File: src/ugsq_pkg.sv
// Shared constants, codes and controller/datapath interface types for the grid segment query.
`timescale 1ns / 1ps
`default_nettype none
package ugsq_pkg;

    localparam int DEF_MAX_WALLS  = 64;
    localparam int DEF_COORD_BITS = 16;
    localparam int DEF_FRAC_BITS  = 8;

    localparam int QUERY_W   = 24;
    localparam int RADIUS_W  = 23;
    localparam int STEP_W    = 16;
    localparam int CMD_W     = 2;
    localparam int OUT_IDX_W = 6;
    localparam int CFG_IDX_W = 1;

    localparam logic [STEP_W-1:0] STEP_RESET = 16'd64;

    localparam logic [CMD_W-1:0] CMD_CLEAR = 2'd0;
    localparam logic [CMD_W-1:0] CMD_LOAD  = 2'd1;
    localparam logic [CMD_W-1:0] CMD_BUILD = 2'd2;
    localparam logic [CMD_W-1:0] CMD_QUERY = 2'd3;

    localparam logic [CFG_IDX_W-1:0] CFG_STEP_X = 1'b0;
    localparam logic [CFG_IDX_W-1:0] CFG_STEP_Y = 1'b1;

    // Division jobs of a query
    localparam int JOB_W = 4;
    localparam logic [JOB_W-1:0] JOB_LAST_X = 4'd0;
    localparam logic [JOB_W-1:0] JOB_C0_X   = 4'd1;
    localparam logic [JOB_W-1:0] JOB_C1_X   = 4'd2;
    localparam logic [JOB_W-1:0] JOB_LAST_Y = 4'd3;
    localparam logic [JOB_W-1:0] JOB_C0_Y   = 4'd4;
    localparam logic [JOB_W-1:0] JOB_C1_Y   = 4'd5;
    localparam logic [JOB_W-1:0] JOB_WMN_X  = 4'd6;
    localparam logic [JOB_W-1:0] JOB_WMX_X  = 4'd7;
    localparam logic [JOB_W-1:0] JOB_WMN_Y  = 4'd8;
    localparam logic [JOB_W-1:0] JOB_WMX_Y  = 4'd9;

    typedef struct packed {
        logic             clear;
        logic             load;
        logic             unbuild;
        logic             build_start;
        logic             box_upd;
        logic             build_done;
        logic             q_latch;
        logic             div_start;
        logic             cap;
        logic [JOB_W-1:0] job;
        logic             wall_wr;
        logic             scan_init;
        logic             scan_cmp;
        logic             emit_hit;
        logic             emit_empty;
    } t_dp_cmd;

    typedef struct packed {
        logic idx_end;
        logic steps_ok;
        logic query_ok;
        logic div_busy;
        logic npend_zero;
        logic last_one;
        logic out_free;
    } t_dp_stat;

endpackage
`default_nettype wire

File: src/ugsq_ctrl.sv
// Controller state machine: sequences build, cell range, per-wall and emission passes.
`timescale 1ns / 1ps
`default_nettype none
module ugsq_ctrl (
    input  wire logic                      i_clk,
    input  wire logic                      i_rst_n,
    input  wire logic                      i_in_valid,
    output logic                           o_in_stall,
    input  wire logic [ugsq_pkg::CMD_W-1:0] i_command,
    input  wire ugsq_pkg::t_dp_stat        i_stat,
    output ugsq_pkg::t_dp_cmd              o_cmd
);
    localparam logic [3:0] S_IDLE      = 4'd0;
    localparam logic [3:0] S_B_RD      = 4'd1;
    localparam logic [3:0] S_B_UPD     = 4'd2;
    localparam logic [3:0] S_DIV_START = 4'd3;
    localparam logic [3:0] S_DIV_RUN   = 4'd4;
    localparam logic [3:0] S_DIV_CAP   = 4'd5;
    localparam logic [3:0] S_W_RD      = 4'd6;
    localparam logic [3:0] S_W_WR      = 4'd7;
    localparam logic [3:0] S_S_RD      = 4'd8;
    localparam logic [3:0] S_S_CMP     = 4'd9;
    localparam logic [3:0] S_EMIT      = 4'd10;
    localparam logic [3:0] S_EMPTY     = 4'd11;

    logic [3:0]                    r_state, n_state;
    logic [ugsq_pkg::JOB_W-1:0]    r_job, n_job;
    logic                          accept;

    assign o_in_stall = (r_state != S_IDLE);
    assign accept     = i_in_valid && (r_state == S_IDLE);

    always_comb begin
        n_state = r_state;
        n_job   = r_job;
        o_cmd   = '0;
        o_cmd.job = r_job;
        case (r_state)
            S_IDLE: begin
                if (accept) begin
                    case (i_command)
                        ugsq_pkg::CMD_CLEAR: o_cmd.clear = 1'b1;
                        ugsq_pkg::CMD_LOAD:  o_cmd.load  = 1'b1;
                        ugsq_pkg::CMD_BUILD: begin
                            if (i_stat.steps_ok) begin
                                o_cmd.build_start = 1'b1;
                                n_state = S_B_RD;
                            end else begin
                                o_cmd.unbuild = 1'b1;
                            end
                        end
                        default: begin
                            o_cmd.q_latch = 1'b1;
                            if (i_stat.query_ok) begin
                                n_job   = ugsq_pkg::JOB_LAST_X;
                                n_state = S_DIV_START;
                            end else begin
                                n_state = S_EMPTY;
                            end
                        end
                    endcase
                end
            end
            S_B_RD: begin
                if (i_stat.idx_end) begin
                    o_cmd.build_done = 1'b1;
                    n_state = S_IDLE;
                end else begin
                    n_state = S_B_UPD;
                end
            end
            S_B_UPD: begin
                o_cmd.box_upd = 1'b1;
                n_state = S_B_RD;
            end
            S_DIV_START: begin
                o_cmd.div_start = 1'b1;
                n_state = S_DIV_RUN;
            end
            S_DIV_RUN: begin
                if (!i_stat.div_busy) begin
                    n_state = S_DIV_CAP;
                end
            end
            S_DIV_CAP: begin
                o_cmd.cap = 1'b1;
                n_state = S_DIV_START;
                case (r_job)
                    ugsq_pkg::JOB_LAST_X: n_job = ugsq_pkg::JOB_C0_X;
                    ugsq_pkg::JOB_C0_X:   n_job = ugsq_pkg::JOB_C1_X;
                    ugsq_pkg::JOB_C1_X:   n_job = ugsq_pkg::JOB_LAST_Y;
                    ugsq_pkg::JOB_LAST_Y: n_job = ugsq_pkg::JOB_C0_Y;
                    ugsq_pkg::JOB_C0_Y:   n_job = ugsq_pkg::JOB_C1_Y;
                    ugsq_pkg::JOB_C1_Y:   n_state = S_W_RD;
                    ugsq_pkg::JOB_WMN_X:  n_job = ugsq_pkg::JOB_WMX_X;
                    ugsq_pkg::JOB_WMX_X:  n_job = ugsq_pkg::JOB_WMN_Y;
                    ugsq_pkg::JOB_WMN_Y:  n_job = ugsq_pkg::JOB_WMX_Y;
                    default:              n_state = S_W_WR;
                endcase
            end
            S_W_RD: begin
                if (i_stat.idx_end) begin
                    if (i_stat.npend_zero) begin
                        n_state = S_EMPTY;
                    end else begin
                        o_cmd.scan_init = 1'b1;
                        n_state = S_S_RD;
                    end
                end else begin
                    n_job   = ugsq_pkg::JOB_WMN_X;
                    n_state = S_DIV_START;
                end
            end
            S_W_WR: begin
                o_cmd.wall_wr = 1'b1;
                n_state = S_W_RD;
            end
            S_S_RD: begin
                n_state = i_stat.idx_end ? S_EMIT : S_S_CMP;
            end
            S_S_CMP: begin
                o_cmd.scan_cmp = 1'b1;
                n_state = S_S_RD;
            end
            S_EMIT: begin
                if (i_stat.out_free) begin
                    o_cmd.emit_hit = 1'b1;
                    if (i_stat.last_one) begin
                        n_state = S_IDLE;
                    end else begin
                        o_cmd.scan_init = 1'b1;
                        n_state = S_S_RD;
                    end
                end
            end
            S_EMPTY: begin
                if (i_stat.out_free) begin
                    o_cmd.emit_empty = 1'b1;
                    n_state = S_IDLE;
                end
            end
            default: n_state = S_IDLE;
        endcase
    end

    always_ff @(posedge i_clk) begin
        if (!i_rst_n) begin
            r_state <= S_IDLE;
            r_job   <= ugsq_pkg::JOB_LAST_X;
        end else begin
            r_state <= n_state;
            r_job   <= n_job;
        end
    end
endmodule
`default_nettype wire

File: config.mk
export PLATFORM = sky130hd
export DESIGN_NAME = ugsq_ctrl
export DESIGN_NICKNAME = d
export VERILOG_FILES = /design/src/ugsq_pkg.sv /design/src/ugsq_ctrl.sv
export SDC_FILE = /design/constraint.sdc
export NUM_CORES = 1
export LEC_CHECK = 0
export ABC_AREA = 0
export BUFFER_PORTS_ARGS = -buffer_cell sky130_fd_sc_hd__buf_2
export CELL_PAD_IN_SITES_DETAIL_PLACEMENT = 1
export CELL_PAD_IN_SITES_GLOBAL_PLACEMENT = 2
export CORE_MARGIN = 2
export CORE_UTILIZATION = 26
export DETAILED_ROUTE_END_ITERATION = 12
export PLACE_DENSITY_LB_ADDON = 0.1
export SYNTH_ARGS = -nofsm -noshare
export SYNTH_HDL_FRONTEND = slang
export SYNTH_SLANG_ARGS = --single-unit
File: constraint.sdc
create_clock -name i_clk -period 3.25 [get_ports i_clk]
set_input_delay 0.325 -clock i_clk [delete_from_list [all_inputs] [get_ports i_clk]]
set_output_delay 0.325 -clock i_clk [all_outputs]
set_load 0.02 [all_outputs]
==> out/metrics.cfg <==
[outcome]
status=completed

[synthesis]
yosysTopAreaCell=dfxtp_1
syn_avg_cell_area_sq_um=7.19
syn_nets=118
synth-warning-count=0
yosysUniqueCellTypes=40
ys_ff_latch=8
yosysSeqAreaShare_pct=21.0
synth_commonest_cells=nand2_1, nor2_1, dfxtp_1, o21ai_0, a21oi_1
synth.cell_area_sq_um=762
async_flop_share_pct=0
synth_cells=106
yosysMostFrequentCell=nand2_1
synth_edf_count=0
synth_top_area_share_pct=21.0
synth_flop_cell=dfxtp_1
synth_area_leaders=dfxtp_1, nand2_1, nor2_1, o21ai_0, a21oi_1

[sta]
min_period_ns=2.31
finalSetupViolCount=0
worst_pin_slew_ns=0.579
rsz0062_at_grt=false
final_max_slew_viol_count=0
worst_slack_ns=0.941
fin_crit_sh_pct=71.1
max_slew_margin_pct=61.3
finClkSkew_ns=0.00533
fmax_mhz=433
finalHoldViolCount=0
tns_ns=0

[clock_network]
cts_setup_buffers=0
cts_made_buffers=3
clock-root-buffer=clkbuf_4
insertion_delay_ns=0.25
clk_pin_slew_worst_paths_ns=0.06
ctsResizeCount=0
clock-sinks=8
cts_hold_buf=0
cts_buffer_depth=2
htreeDepth=1
cts_tree=built

[routing]
wire_per_inst_microns=14.3
drc_errors=0
first_iter_violations=26
vias_per_cell=5.31
dr.pass1.iters=5
num_vias=876
ant_nets=0
routed_wirelength_mm=2.36

[power]
p_leak_nw=0.403
p_per_area_mw_per_mm2=611
peakVddDrop_v=0.000268

[layout]
ff_latch_area_sq_um=160
final_core_util_pct=34.2
drive_gt1_share_pct=29.1
layout.nets=148
multi_input_area_sq_um=557
n_fill_cell=369
area_growth_pct=24.8
diodes=0

[floorplan]
start_util_pct=27.4
die-area_sq_mm=0.00338
io_pins=31
die_height_microns=58.1
core-area_sq_mm=0.00278
die_w_microns=58.1
row_count=19

[critical_path]
endpoint_kind=primary output
critPathLaunchType=register
critPathKind=register to primary output
crit_required_ns=2.92
cp_max_fo=15
crit_arrival_ns=1.98

[global_routing]
grt.overflow.total=0
grt_use_total_pct=14.6
antenna_found_initial=0
grt_pass1_wl_mm=3.79
grt_pass1_vias=828
grt_max_degree=17

[run]
drv_cap=0

[place]
gp_congestion=0.810
hpwlAfterDp_mm=1.82
port_buffers=30
pre_cts_ws_ns=1.20

[worst_hold_path]
hold_path.class=primary input to register

cell type report:
class,count,area share [%]
well taps,31,4.08
clock buffers,3,2.37
repair buffers,30,15.8
multi-input cells,87,58.6
flip-flops and latches,8,16.8
inverters,6,2.37
worst max-delay path: stages, from the launching register on:
cell and delay, ns:
dfxtp_1 0.47, nor4_4 0.47, nand2_1 0.16, or3_1 0.36, nor2_1 0.10, buf_2 0.17
final timing paths:
kind / slack (ns) / cells past startpoint / end / startpoint
worst min register to register: 0.56 / 2 / r_job[3]$_SDFFE_PN0P_ / r_job[3]$_SDFFE_PN0P_
worst max-delay path: 0.94 / 5 / o_cmd[14] / r_state[2]$_SDFFE_PN0P_
worst min-delay path: 0.41 / 2 / r_state[3]$_SDFFE_PN0P_ / i_rst_n
worst max register to register: 1.24 / 5 / r_job[0]$_SDFFE_PN0P_ / r_state[3]$_SDFFE_PN0P_
registers in the layout, indices dropped and copies added, names as in the netlist:
name,count
r_state,4
r_job,4
stage by stage:
stage	instance area, sq um	instances	hold slack (ns)	power [W]
after floorplan	762	106	0.569	0.000421
after global placement	928	162	0.541	0.000512
after detailed placement	928	162	0.552	0.000513
after CTS	951	165	0.397	0.000592
after global routing	951	165	0.406	0.000632
final	951	165	0.408	0.000581
cell usage in the layout, fill, tap and decap left out, types with 2 or more instances in the layout:
cell type,n
nor3_1,5
buf_2,30
nor3b_1,3
o21ai_0,8
nand2_1,12
a21oi_1,6
nor2_1,11
nand3b_1,2
or4b_1,2
inv_1,5
nand2b_1,4
mux2i_1,2
nor2b_1,2
clkbuf_4,3
o21a_1,3
a31oi_1,3
dfxtp_1,8
o22ai_1,2
and3_1,2
per-layer routing:
| layer | vias up | wire length [microns] | part of all wire, % | GRT usage (%) |
|---|---|---|---|---|
| li1 | 453 | - | - | - |
| met1 | 404 | 1130 | 48 | 18.1 |
| met2 | 19 | 1150 | 49 | 24.5 |
| met3 | 0 | 86 | 3.6 | 1.56 |
| met4 | 0 | 0 | 0 | 7.97 |
| met5 | - | 0 | 0 | 0 |
kinds of logic after synthesis:
| family | synth area share (%) |
|---|---|
| compound gates | 27.6 |
| buf+inv | 5.91 |
| flops | 21.0 |
| mux | 4.11 |
| simple gates | 41.4 |
report_power, final:
group / internal [W] / switching, W
sequential: 0.000115 / 0.0000708
clock: 0.0000423 / 0.0000338
combinational: 0.000139 / 0.000180
No activity file was read; power rests on OpenSTA's default activity.
